==> src/rtl/eod_pkg.sv <==
// Package for the elevator order dispatcher.
// Holds the operation and direction codes, the order bit layout and the beat types.
// No dependencies.
package eod_pkg;

   localparam int REQ_DATA_W = 16;
   localparam int RSP_DATA_W = 24;
   localparam int LAMP_FLOORS = 4;

   localparam logic [1:0] FUNC_LATCH = 2'd0;
   localparam logic [1:0] FUNC_CLEAR_FLOOR = 2'd1;
   localparam logic [1:0] FUNC_CLEAR_ALL = 2'd2;
   localparam logic [1:0] FUNC_QUERY = 2'd3;

   localparam logic [1:0] DIR_UP = 2'b01;
   localparam logic [1:0] DIR_DOWN = 2'b11;

   localparam int BIT_UP = 0;
   localparam int BIT_DOWN = 1;
   localparam int BIT_CAB = 2;

   localparam logic [2:0] NO_TARGET = 3'b111;

   typedef logic [2:0] order_type;

   typedef struct packed {
      logic [2:0] sensor_floor;
      logic [1:0] travel_dir;
      logic [1:0] car_floor;
      logic cab_pressed;
      logic hall_down_pressed;
      logic hall_up_pressed;
      logic [1:0] floor;
      logic [1:0] func;
   } req_type;

   typedef struct packed {
      logic [11:0] order_lamps;
      logic any_orders;
      logic stop_here;
      logic next_up;
      logic target_found;
      logic [2:0] goal_floor;
   } rsp_type;

endpackage

==> src/rtl/eod_table.sv <==
// Order table of the elevator order dispatcher: one up, down and cab bit per floor.
// Applies latch and clear operations and shows the updated table. Depends on eod_pkg.
module eod_table #(
   parameter int FLOOR_COUNT = 4
) (
   input logic clock,
   input logic reset,
   input logic upd_en,
   input eod_pkg::req_type req,
   output eod_pkg::order_type [FLOOR_COUNT-1:0] tbl_upd
);

   eod_pkg::order_type [FLOOR_COUNT-1:0] tbl_ff;
   eod_pkg::order_type [FLOOR_COUNT-1:0] tbl_in;

   always_comb begin
      tbl_in = tbl_ff;
      for (int i = 0; i < FLOOR_COUNT; i++) begin
         if (req.func == eod_pkg::FUNC_CLEAR_ALL) begin
            tbl_in[i] = '0;
         end else if (32'(req.floor) == i) begin
            if (req.func == eod_pkg::FUNC_CLEAR_FLOOR) begin
               tbl_in[i] = '0;
            end else if (req.func == eod_pkg::FUNC_LATCH) begin
               if (req.hall_up_pressed && i != FLOOR_COUNT - 1) begin
                  tbl_in[i][eod_pkg::BIT_UP] = 1'b1;
               end
               if (req.hall_down_pressed && i != 0) begin
                  tbl_in[i][eod_pkg::BIT_DOWN] = 1'b1;
               end
               if (req.cab_pressed) begin
                  tbl_in[i][eod_pkg::BIT_CAB] = 1'b1;
               end
            end
         end
      end
   end

   always_ff @(posedge clock) begin
      if (reset) begin
         tbl_ff <= '0;
      end else if (upd_en) begin
         tbl_ff <= tbl_in;
      end
   end

   assign tbl_upd = tbl_in;

endmodule

==> src/rtl/eod_search.sv <==
// Dispatch search of the elevator order dispatcher: picks the next floor to serve
// from the order table, car position and direction. Depends on eod_pkg.
module eod_search #(
   parameter int FLOOR_COUNT = 4
) (
   input eod_pkg::order_type [FLOOR_COUNT-1:0] tbl,
   input eod_pkg::req_type req,
   output eod_pkg::rsp_type rsp
);

   localparam int IDX_W = $clog2(FLOOR_COUNT);
   localparam int CMP_W = (IDX_W > 2) ? IDX_W : 2;

   logic [IDX_W-1:0] cur;
   logic [FLOOR_COUNT-1:0] hit_up_a;
   logic [FLOOR_COUNT-1:0] hit_up_b;
   logic [FLOOR_COUNT-1:0] hit_dn_a;
   logic [FLOOR_COUNT-1:0] hit_dn_b;
   logic [IDX_W-1:0] up_a_idx;
   logic [IDX_W-1:0] up_b_idx;
   logic [IDX_W-1:0] dn_a_idx;
   logic [IDX_W-1:0] dn_b_idx;
   logic up_found;
   logic dn_found;
   logic [IDX_W-1:0] up_idx;
   logic [IDX_W-1:0] dn_idx;
   logic [IDX_W-1:0] tgt_idx;
   logic found;
   logic any;
   logic [11:0] lamps;

   function automatic logic [IDX_W-1:0] lowest(input logic [FLOOR_COUNT-1:0] v);
      logic [IDX_W-1:0] idx;
      idx = '0;
      for (int i = FLOOR_COUNT - 1; i >= 0; i--) begin
         if (v[i]) begin
            idx = IDX_W'(i);
         end
      end
      return idx;
   endfunction

   function automatic logic [IDX_W-1:0] highest(input logic [FLOOR_COUNT-1:0] v);
      logic [IDX_W-1:0] idx;
      idx = '0;
      for (int i = 0; i < FLOOR_COUNT; i++) begin
         if (v[i]) begin
            idx = IDX_W'(i);
         end
      end
      return idx;
   endfunction

   always_comb begin
      if (32'(req.car_floor) > 32'(FLOOR_COUNT - 1)) begin
         cur = IDX_W'(FLOOR_COUNT - 1);
      end else begin
         cur = IDX_W'(req.car_floor);
      end
   end

   always_comb begin
      for (int i = 0; i < FLOOR_COUNT; i++) begin
         hit_up_a[i] = (i >= int'(cur)) &&
            (tbl[i][eod_pkg::BIT_UP] || tbl[i][eod_pkg::BIT_CAB]);
         hit_up_b[i] = (i >= int'(cur)) && tbl[i][eod_pkg::BIT_DOWN];
         hit_dn_a[i] = (i <= int'(cur)) &&
            (tbl[i][eod_pkg::BIT_DOWN] || tbl[i][eod_pkg::BIT_CAB]);
         hit_dn_b[i] = (i < int'(cur)) && tbl[i][eod_pkg::BIT_UP];
      end
   end

   assign up_a_idx = lowest(hit_up_a);
   assign up_b_idx = highest(hit_up_b);
   assign dn_a_idx = highest(hit_dn_a);
   assign dn_b_idx = lowest(hit_dn_b);
   assign up_found = (|hit_up_a) || (|hit_up_b);
   assign dn_found = (|hit_dn_a) || (|hit_dn_b);
   assign up_idx = (|hit_up_a) ? up_a_idx : up_b_idx;
   assign dn_idx = (|hit_dn_a) ? dn_a_idx : dn_b_idx;

   assign any = |tbl;

   always_comb begin
      found = 1'b0;
      tgt_idx = '0;
      if (any) begin
         if (req.travel_dir == eod_pkg::DIR_UP) begin
            found = up_found || dn_found;
            tgt_idx = up_found ? up_idx : dn_idx;
         end else if (req.travel_dir == eod_pkg::DIR_DOWN) begin
            found = up_found || dn_found;
            tgt_idx = dn_found ? dn_idx : up_idx;
         end
      end
   end

   always_comb begin
      lamps = '0;
      for (int f = 0; f < eod_pkg::LAMP_FLOORS; f++) begin
         if (f < FLOOR_COUNT) begin
            lamps[3*f +: 3] = tbl[f];
         end
      end
   end

   always_comb begin
      rsp.order_lamps = lamps;
      rsp.any_orders = any;
      rsp.target_found = found;
      if (found) begin
         rsp.goal_floor = 3'(tgt_idx);
         rsp.next_up = (tgt_idx >= cur);
         rsp.stop_here = !req.sensor_floor[2] &&
            (CMP_W'(tgt_idx) == CMP_W'(req.sensor_floor[1:0]));
      end else begin
         rsp.goal_floor = eod_pkg::NO_TARGET;
         rsp.next_up = 1'b0;
         rsp.stop_here = (req.sensor_floor == eod_pkg::NO_TARGET);
      end
   end

endmodule

==> src/rtl/elevator_order_dispatcher_top.sv <==
// Elevator order dispatcher: an accepted request beat goes through the input register,
// then the result register, to its response beat; a stall holds it. Throughput is one
// beat per cycle when the output does not stall; the table update and dispatch search
// share one stage between both registers; each beat sees the table the last beat left.
// Reset (synchronous, active high) clears the order table and both valid flags.
// Depends on eod_pkg, eod_table and eod_search.
module elevator_order_dispatcher_top #(
   parameter int FLOOR_COUNT = 4
) (
   input logic clock,
   input logic reset,
   input logic req_tvalid,
   output logic req_tready,
   // From bit 0: func[2], floor[2], hall_up_pressed, hall_down_pressed, cab_pressed,
   // car_floor[2], travel_dir[2], sensor_floor[3], zero fill[2].
   input logic [eod_pkg::REQ_DATA_W-1:0] req_tdata,
   output logic rsp_tvalid,
   input logic rsp_tready,
   // From bit 0: goal_floor[3], target_found, next_up, stop_here, any_orders,
   // order_lamps[12], zero fill[5].
   output logic [eod_pkg::RSP_DATA_W-1:0] rsp_tdata
);

   localparam int REQ_W = $bits(eod_pkg::req_type);
   localparam int RSP_W = $bits(eod_pkg::rsp_type);

   logic in_vld_ff;
   logic in_vld_in;
   eod_pkg::req_type in_pl_ff;
   eod_pkg::req_type in_pl_in;
   logic out_vld_ff;
   logic out_vld_in;
   eod_pkg::rsp_type out_pl_ff;
   eod_pkg::rsp_type out_pl_in;
   logic adv;
   logic req_take;
   eod_pkg::order_type [FLOOR_COUNT-1:0] tbl_upd;
   eod_pkg::rsp_type result;

   assign adv = in_vld_ff && (!out_vld_ff || rsp_tready);
   assign req_tready = !in_vld_ff || adv;
   assign req_take = req_tvalid && req_tready;

   always_comb begin
      in_vld_in = in_vld_ff;
      in_pl_in = in_pl_ff;
      if (req_take) begin
         in_vld_in = 1'b1;
         in_pl_in = req_tdata[REQ_W-1:0];
      end else if (adv) begin
         in_vld_in = 1'b0;
      end
   end

   always_comb begin
      out_vld_in = out_vld_ff;
      out_pl_in = out_pl_ff;
      if (adv) begin
         out_vld_in = 1'b1;
         out_pl_in = result;
      end else if (rsp_tready) begin
         out_vld_in = 1'b0;
      end
   end

   always_ff @(posedge clock) begin
      if (reset) begin
         in_vld_ff <= 1'b0;
         out_vld_ff <= 1'b0;
      end else begin
         in_vld_ff <= in_vld_in;
         out_vld_ff <= out_vld_in;
      end
   end

   always_ff @(posedge clock) begin
      in_pl_ff <= in_pl_in;
      out_pl_ff <= out_pl_in;
   end

   eod_table #(
      .FLOOR_COUNT(FLOOR_COUNT)
   ) u_table (
      .clock(clock),
      .reset(reset),
      .upd_en(adv),
      .req(in_pl_ff),
      .tbl_upd(tbl_upd)
   );

   eod_search #(
      .FLOOR_COUNT(FLOOR_COUNT)
   ) u_search (
      .tbl(tbl_upd),
      .req(in_pl_ff),
      .rsp(result)
   );

   assign rsp_tvalid = out_vld_ff;
   assign rsp_tdata = {{(eod_pkg::RSP_DATA_W - RSP_W){1'b0}}, out_pl_ff};

`ifndef SYNTH
   // A stalled request must stay in the input register until it moves on.
   assert property (@(posedge clock) disable iff (reset)
      in_vld_ff && !adv |=> in_vld_ff && $stable(in_pl_ff))
      else $error("input register lost or changed a stalled beat");

   // Clearing all floors leaves an empty table in the response.
   assert property (@(posedge clock) disable iff (reset)
      adv && in_pl_ff.func == eod_pkg::FUNC_CLEAR_ALL
      |=> out_pl_ff.order_lamps == 12'd0 && !out_pl_ff.any_orders)
      else $error("clear all left orders in the table");

   // A target can only be found when some order is pending.
   assert property (@(posedge clock) disable iff (reset)
      rsp_tvalid && out_pl_ff.target_found |-> out_pl_ff.any_orders)
      else $error("target found with an empty table");

   // Without a target the response clears next_up and gives NO_TARGET as the goal floor.
   assert property (@(posedge clock) disable iff (reset)
      rsp_tvalid && !out_pl_ff.target_found
      |-> !out_pl_ff.next_up && out_pl_ff.goal_floor == eod_pkg::NO_TARGET)
      else $error("missing target not reported consistently");
`endif

endmodule
==> config.mk <==
export PLATFORM = sky130hd
export DESIGN_NAME = elevator_order_dispatcher_top
export DESIGN_NICKNAME = d
export VERILOG_FILES = /design/src/rtl/eod_pkg.sv /design/src/rtl/eod_table.sv /design/src/rtl/eod_search.sv /design/src/rtl/elevator_order_dispatcher_top.sv
export SDC_FILE = /design/constraint.sdc
export NUM_CORES = 1
export LEC_CHECK = 0
export ABC_AREA = 1
export ABC_CLOCK_PERIOD_IN_PS = 3000
export BUFFER_PORTS_ARGS = -buffer_cell sky130_fd_sc_hd__buf_2
export CAP_MARGIN = 20
export CORE_MARGIN = 1
export CORE_UTILIZATION = 40
export DETAILED_ROUTE_END_ITERATION = 8
export PLACE_DENSITY_LB_ADDON = 0.2
export SLEW_MARGIN = 40
export SYNTH_ARGS = -nofsm -noshare
export SYNTH_HDL_FRONTEND = slang
export SYNTH_SLANG_ARGS = --single-unit
==> constraint.sdc <==
create_clock -name clock -period 3 [get_ports clock]
set_input_delay 0.45 -clock clock [delete_from_list [all_inputs] [get_ports clock]]
set_output_delay 0.45 -clock clock [all_outputs]
set_load 0.01 [all_outputs]
==> metrics, run 1 <==
Resized cells post-CTS=0; VDD IR max=0.344 mV; maxcap violations=0; WL per Instance=11.0 um; RSZ-0062 raised after global routing=no; # port buffers=38; Starting Density=0.420; Clock Latency Late Sink=0.30 ns; Post-CTS Setup Inserts=0; Cell variety after synth=23; H-tree depth=2; placed cell area=0.00258 mm^2; met3 Use GR=0.0279; met2 usage=0.244; clk sinks=47; initial antenna violation count=0; R2R cell count=16; hold path startpoint=req_tdata[13]; grt total ovfl=0; Hold Path Class=primary input to register; largest family of logic cells by synthesized area=simple AND/OR/NAND/NOR gates; Die X=78.3 um; DR vias/cell=4.55; Routed Wire Length=4230 um; Final Hold Fails=0; Clock Skew=0.00657 ns; grt peak-use layer=met2; DRC=0; Fmax achieved=379 MHz; Arrival @ worst endpoint=2.69 ns; first-pass GRT wire length=7140 um; Core Box Area=0.00554 mm^2; status=complete, no violations; CTS root buffer=clkbuf_8; Synth top area share=0.426; Max transition margin=0.645; area leader, netlist=edfxtp_1; RePlAce Congestion=0.839; Reg area=0.00127 mm^2; xor/xnor cell area share of the yosys netlist=0; Avg Cell Area, Syn=8.65 um^2; post-synthesis simple-gate area fraction=0.251; total CTS buffers=5; Mapped Cells=269; Post-Synth Adder-Cell Area=0.0108; Pleak=1.33 nW; Final #Nets=334; period utilisation layout=0.879; number of global-route vias before repair=1604; CTS tree=yes; post-route ant nets=0; Vias=1753; register bit count reported by yosys=47; Critical Path End Type=register; sequential share of the synthesized area=0.547; drt pass-1 iters=4; CP required=3.05 ns; Design Area, Final=0.00272 mm^2; Crit Path Max Fanout=4; total power=0.00154 W; starting DRC count in detailed routing=118; P&R area growth vs syn=16.9%; top cells by area, synth=edfxtp_1, dfxtp_1, nand2_1, inv_1, nand3_1; Ports=46; clk buf depth=2; synthesized cell area=0.00233 mm^2; die area=0.00612 mm^2; Worst-path clk slew=0.08 ns; Reg2Reg Setup Slack=0.36 ns; share of layout cells above drive strength 1=0.243; Slew Viols, Final=0; Hold Buf Count CTS=0; Filler cells=556; crit path launch type=register; post-layout min period=2.64 ns; Die Height=78.3 um; WHS Endpoint=in_pl_ff[13]$_DFFE_PP_; GRT Overall Usage=0.154; r2r endpoint=rsp_tdata[4]$_SDFFCE_PP0P_; PD cells=566 mW/mm^2; number of diodes=0; Setup CP Type=register to register; pin count of the biggest net entering global routing=30; hold path depth=1; Reg-to-Reg Start=in_pl_ff[1]$_DFFE_PP_; Worst-Margin Slew=0.532 ns; final setup TNS=0 ns; FP Rows=27; Yosys Warn Count=0; setup violators final=0; Compound-Gate Fraction of Synth Area=0.0898; post-synthesis mux area share=0; met1 usage=0.203; detailed placement HPWL=3230 um; footprint of the multi-input gates=837 um^2
[placed cells by master, fill, tap and decap left out]
cell type and count:
a21oi_1 15, conb_1 5, o21ai_0 13, clkbuf_8 5
dfxtp_1 14, inv_2 4, inv_4 1, a21oi_2 3
o21a_1 1, buf_4 1, nand2_2 11, nand4_1 1
nor2_2 5, bufinv_16 2, edfxtp_1 33, nand2_1 60
o21ai_1 4, nor2_1 15, a211oi_1 2, inv_1 46
ha_1 2, nand3_2 3, nand3b_1 1, buf_2 38
nor2_4 3, nand3_1 25
[metal layers]
| layer | vias up | part of all wire |
|---|---|---|
| met5 | - | 0 |
| met4 | 0 | 0.020 |
| met3 | 8 | 0.044 |
| met2 | 44 | 0.44 |
| met1 | 759 | 0.49 |
| li1 | 942 | - |
[cell usage after synthesis (all sizes together)]
master,number
nand3,28
a211oi,2
conb,1
edfxtp,33
nand3b,1
inv,50
nand2,71
a21oi,18
clkbuf,2
o21ai,17
nor2,23
ha,2
buf,5
nand4,1
o21a,1
dfxtp,14
[area by class of cell]
type | instances | area share
timing repair buffer | 39 | 0.0727
clock inverter | 3 | 0.0244
inverter | 50 | 0.0690
sequential | 47 | 0.468
multi-input combinational | 169 | 0.308
clock buffer | 5 | 0.0253
tap | 72 | 0.0331
[critical path, cell delays in order (launching register included)]
cell	delay, ns
edfxtp_1	0.48
inv_2	0.13
nand2_2	0.09
nor2_1	0.10
nor2_1	0.06
nand2_1	0.17
o21ai_1	0.17
a21oi_2	0.17
nand3_2	0.12
inv_2	0.08
nand3_1	0.07
nand3_1	0.11
nand2_1	0.08
inv_1	0.08
ha_1	0.22
o21ai_0	0.16
a21oi_1	0.08
[where the power goes]
group,total (W),internal (W),switching (W)
Sequential,0.000759,0.000740,0.0000192
Clock,0.000539,0.000333,0.000207
Combinational,0.000240,0.0000819,0.000158
Total,0.00154,0.00115,0.000384
[kinds of logic (layout without fill, tap and decap cells)]
family,after synthesis,in the layout
flip-flops,47,47
AND/OR/NAND/NOR,124,124
other,1,5
AO/OA/AOI/OAI,38,38
buffers and inverters,57,97
adder cells (fa/ha/maj),2,2
[stage by stage]
step	setup slack, ns	std cells	util	hold slack [ns]
2_1_floorplan	0.673	273	-	0.439
3_3_place_gp	0.354	377	0.466	0.458
3_5_place_dp	0.348	377	0.466	0.462
4_1_cts	0.311	385	0.491	0.311
5_1_grt	0.0945	385	0.491	0.306
6_report	0.364	385	0.491	0.317
[state kept, by name, indices dropped and copies added (netlist names)]
name and count:
in_pl_ff 14, rsp_tdata 19, u_table.tbl_ff 12, rsp_tvalid 1, in_vld_ff 1
[worst max-delay path by stage]
stage | startpoint | to | cells after the start
2_1_floorplan | in_pl_ff[1]$_DFFE_PP_ | rsp_tdata[4]$_SDFFCE_PP0P_ | 17
3_3_place_gp | in_pl_ff[1]$_DFFE_PP_ | rsp_tdata[4]$_SDFFCE_PP0P_ | 16
3_5_place_dp | in_pl_ff[1]$_DFFE_PP_ | rsp_tdata[4]$_SDFFCE_PP0P_ | 16
4_1_cts | in_pl_ff[1]$_DFFE_PP_ | rsp_tdata[4]$_SDFFCE_PP0P_ | 16
5_1_grt | in_pl_ff[1]$_DFFE_PP_ | rsp_tdata[4]$_SDFFCE_PP0P_ | 19
6_report | in_pl_ff[1]$_DFFE_PP_ | rsp_tdata[4]$_SDFFCE_PP0P_ | 16
Power figures use the tool's default switching activity.
==> run 2: changes to the inputs <==
--- a/config.mk
+++ b/config.mk
@@ -5,7 +5,6 @@
 export SDC_FILE = /design/constraint.sdc
 export NUM_CORES = 1
 export LEC_CHECK = 0
-export ABC_AREA = 1
 export ABC_CLOCK_PERIOD_IN_PS = 3000
 export BUFFER_PORTS_ARGS = -buffer_cell sky130_fd_sc_hd__buf_2
 export CAP_MARGIN = 20
==> metrics, run 2 <==
Clock Latency Late Sink=0.30 ns (about the same); clk sinks=47 (unchanged); register bit count reported by yosys=47 (unchanged); Final Hold Fails=0 (unchanged); first-pass GRT wire length=7530 um (+5.4%); Post-synth top cells=edfxtp_1, nor2_1, nand2_1; Hold Path Class=primary input to register; Pleak=1.16 nW (-12%); Routed Wire Length=4670 um (+10%); met2 usage=0.253 (+0.00924); Cell variety after synth=48 (+110%); drt pass-1 iters=4 (unchanged); Ports=46 (unchanged); final setup TNS=-0.127 ns (-0.127 ns); post-place setup slack=-0.0901 ns (-0.438 ns); most common cell after layout, fill and taps aside=buf_2; Worst-Margin Slew=0.617 ns (+0.0859 ns); Fmax achieved=324 MHz (-15%); CTS root buffer=clkbuf_8; worst-path cell chain=or4b_4 > a32o_2 > nand2b_4 > a221o_1 > a2bb2oi_4 > buf_4 > a21o_1 > o221a_4 > ha_4 > nand2b_4 > a21oi_2 > nor2_1; period utilisation layout=1.03 (+0.150); Max transition margin=0.588 (-0.0569); Critical Path End Type=register; number of global-route vias before repair=1537 (-4.2%); placed cell area=0.00270 mm^2 (+4.3%); post-route ant nets=0 (unchanged); detailed placement HPWL=3270 um (+1.5%); Synth async-reset ratio=0 (unchanged); CP max stage cell=or4b_4; # port buffers=38 (unchanged); share of layout cells above drive strength 1=0.353 (+0.110); total power=0.00142 W (-7.5%); P&R area growth vs syn=26.6%; Design Area, Final=0.00292 mm^2 (+7.2%); violated checks=negative setup slack; number of diodes=0 (unchanged); synthesized cell area=0.00230 mm^2 (-1.0%); RePlAce Congestion=0.908 (+8.2%); post-synthesis mux area share=0.0174 (+0.0174); Clock Skew=0.00742 ns (+0.000842 ns); Post-Synth Adder-Cell Area=0.0109 (+0.000111); post-synthesis simple-gate area fraction=0.189 (-0.0626); total CTS buffers=5 (unchanged); Final Non-Filler Cells=341 (-11%); DR vias/cell=5.15 (+13%); Core Box Area=0.00554 mm^2 (unchanged); Crit Path Max Fanout=3 (-1); sequential share of the synthesized area=0.552 (+0.00564); clk buf depth=2 (unchanged); footprint of the multi-input gates=0.00103 mm^2 (+24%); Die X=77.9 um (-0.50%); maxcap violations=0 (unchanged); Mapped Cells=208 (-23%); status=finished, violations left; Reg area=0.00127 mm^2 (unchanged); Vias=1755 (+0.11%); most frequent CP cell=nand2b_4; Starting Density=0.416 (-0.00429); Slew Viols, Final=0 (unchanged); met1 usage=0.217 (+0.0142); Filler cells=529 (-4.9%); Arrival @ worst endpoint=3.14 ns (+0.45 ns); predominant post-synthesis flop cell=edfxtp_1; crit path launch type=register; Yosys Warn Count=0 (unchanged); Die Height=77.9 um (-0.50%); CP peak stage delay=0.56 ns (+0.08 ns); area leader, netlist=edfxtp_1; post-layout min period=3.09 ns (+0.451 ns); Worst Slack Setup Final=-0.0868 ns (-0.451 ns); xor/xnor cell area share of the yosys netlist=0.00761 (+0.00761); DRC=0 (unchanged); Final #Nets=290 (-13%); FP Rows=27 (unchanged); Synth top area share=0.430 (+0.00440); pin count of the biggest net entering global routing=38 (+27%); Worst-path clk slew=0.09 ns (about the same); top cells by area, synth=edfxtp_1, dfxtp_1, nor2_1, nand2_1, a211oi_1; setup violators final=2 (+2); die area=0.00606 mm^2 (-0.99%); grt peak-use layer=met2; PD cells=488 mW/mm^2 (-14%); Avg Cell Area, Syn=11.1 um^2 (+28%); CP required=3.05 ns (about the same); commonest cells after routing, fill and taps aside=buf_2, edfxtp_1, buf_4, nor2_1, nand2_1; Setup CP Type=register to register; met3 Use GR=0.0282 (+0.000328); # placed instances=331 (-12%); H-tree depth=2 (unchanged); CTS tree=yes; initial antenna violation count=0 (unchanged); largest family of logic cells by synthesized area=simple AND/OR/NAND/NOR gates; grt total ovfl=0 (unchanged); top-count cell post-synth=edfxtp_1; RSZ-0062 raised after global routing=yes; number of synthesized flops with an enable pin=33 (unchanged); starting DRC count in detailed routing=122 (+3.4%); Compound-Gate Fraction of Synth Area=0.175 (+0.0852); GRT Overall Usage=0.162 (+0.00780); VDD IR max=0.198 mV (-43%); WL per Instance=13.7 um (+25%); Largest register FFs=19 (unchanged)
==> run 2: changes by cell type after synthesis, sizes merged, moves of 8 or more <==
cell | before | now
nand2b | 0 | 8
a21oi | 18 | 7
nand3 | 28 | 6
nand2 | 71 | 16
o21ai | 17 | 8
inv | 50 | 8
==> run 2: cell type report <==
cell class                      count  area share
Tap cell                           72      0.0309
Clock inverter                      3      0.0133
Inverter                            8      0.0103
Multi-Input combinational cell    143       0.355
Timing Repair Buffer               63       0.131
Clock buffer                        5      0.0236
Sequential cell                    47       0.436
==> run 2: cell families (layout without fill, tap and decap cells) <==
| family | count (synthesis) | in the layout |
|---|---|---|
| and+or+nand+nor | 79 | 79 |
| AOI/OAI and AO/OA | 51 | 51 |
| DFF | 47 | 47 |
| buffers and inverters | 22 | 79 |
| muxes | 4 | 4 |
| adders and majority gates | 2 | 2 |
| xor gates and xnor gates | 2 | 2 |
| other | 1 | 5 |
==> run 2: worst max-delay path: cells and delay by family, from the launching register on <==
| family | cells | cell delay, ns |
|---|---|---|
| AO/OA/AOI/OAI | 6 | 1.21 |
| adder cells (fa/ha/maj) | 1 | 0.19 |
| flip-flops | 1 | 0.40 |
| buffers and inverters | 1 | 0.14 |
| AND/OR/NAND/NOR | 4 | 0.88 |
==> run 2: worst paths after layout <==
check	startpoint	to	slack (ns)	cells after the start
max reg2reg	in_pl_ff[1]$_DFFE_PP_	rsp_tdata[4]$_SDFFCE_PP0P_	-0.09	12
max	in_pl_ff[1]$_DFFE_PP_	rsp_tdata[4]$_SDFFCE_PP0P_	-0.09	12
min reg2reg	u_table.tbl_ff[9]$_SDFFE_PP0P_	u_table.tbl_ff[9]$_SDFFE_PP0P_	0.49	2
min	req_tdata[5]	in_pl_ff[5]$_DFFE_PP_	0.32	1
==> run 2: metrics by stage <==
stage                     hold WS (ns)  utilization
after floorplan                  0.438            -
after global placement           0.455        0.486
after detailed placement         0.472        0.486
after CTS                        0.316        0.512
after global routing             0.312        0.526
final                            0.321        0.526
==> run 2: power breakdown <==
part	internal (W)	total (W)	switching, W	leakage (nW)
Combinational	0.000105	0.000225	0.000120	0.680
Sequential	0.000731	0.000749	0.0000186	0.425
Clock	0.000244	0.000448	0.000204	0.0556
==> run 2: timing repair <==
action,CTS,global route
setup endpoints to repair,1,2
cloned,0,0
setup buffers,1,1
hold endpoints to repair,0,0
hold buffers,0,0
pin swaps,2,4
resized for setup,3,12
==> run 2: layer usage <==
layer  up-vias  wire length [um]
met5         -                 0
met2        48              2160
li1        889                 -
met1       808              2260
met4         0               107
met3        10               139
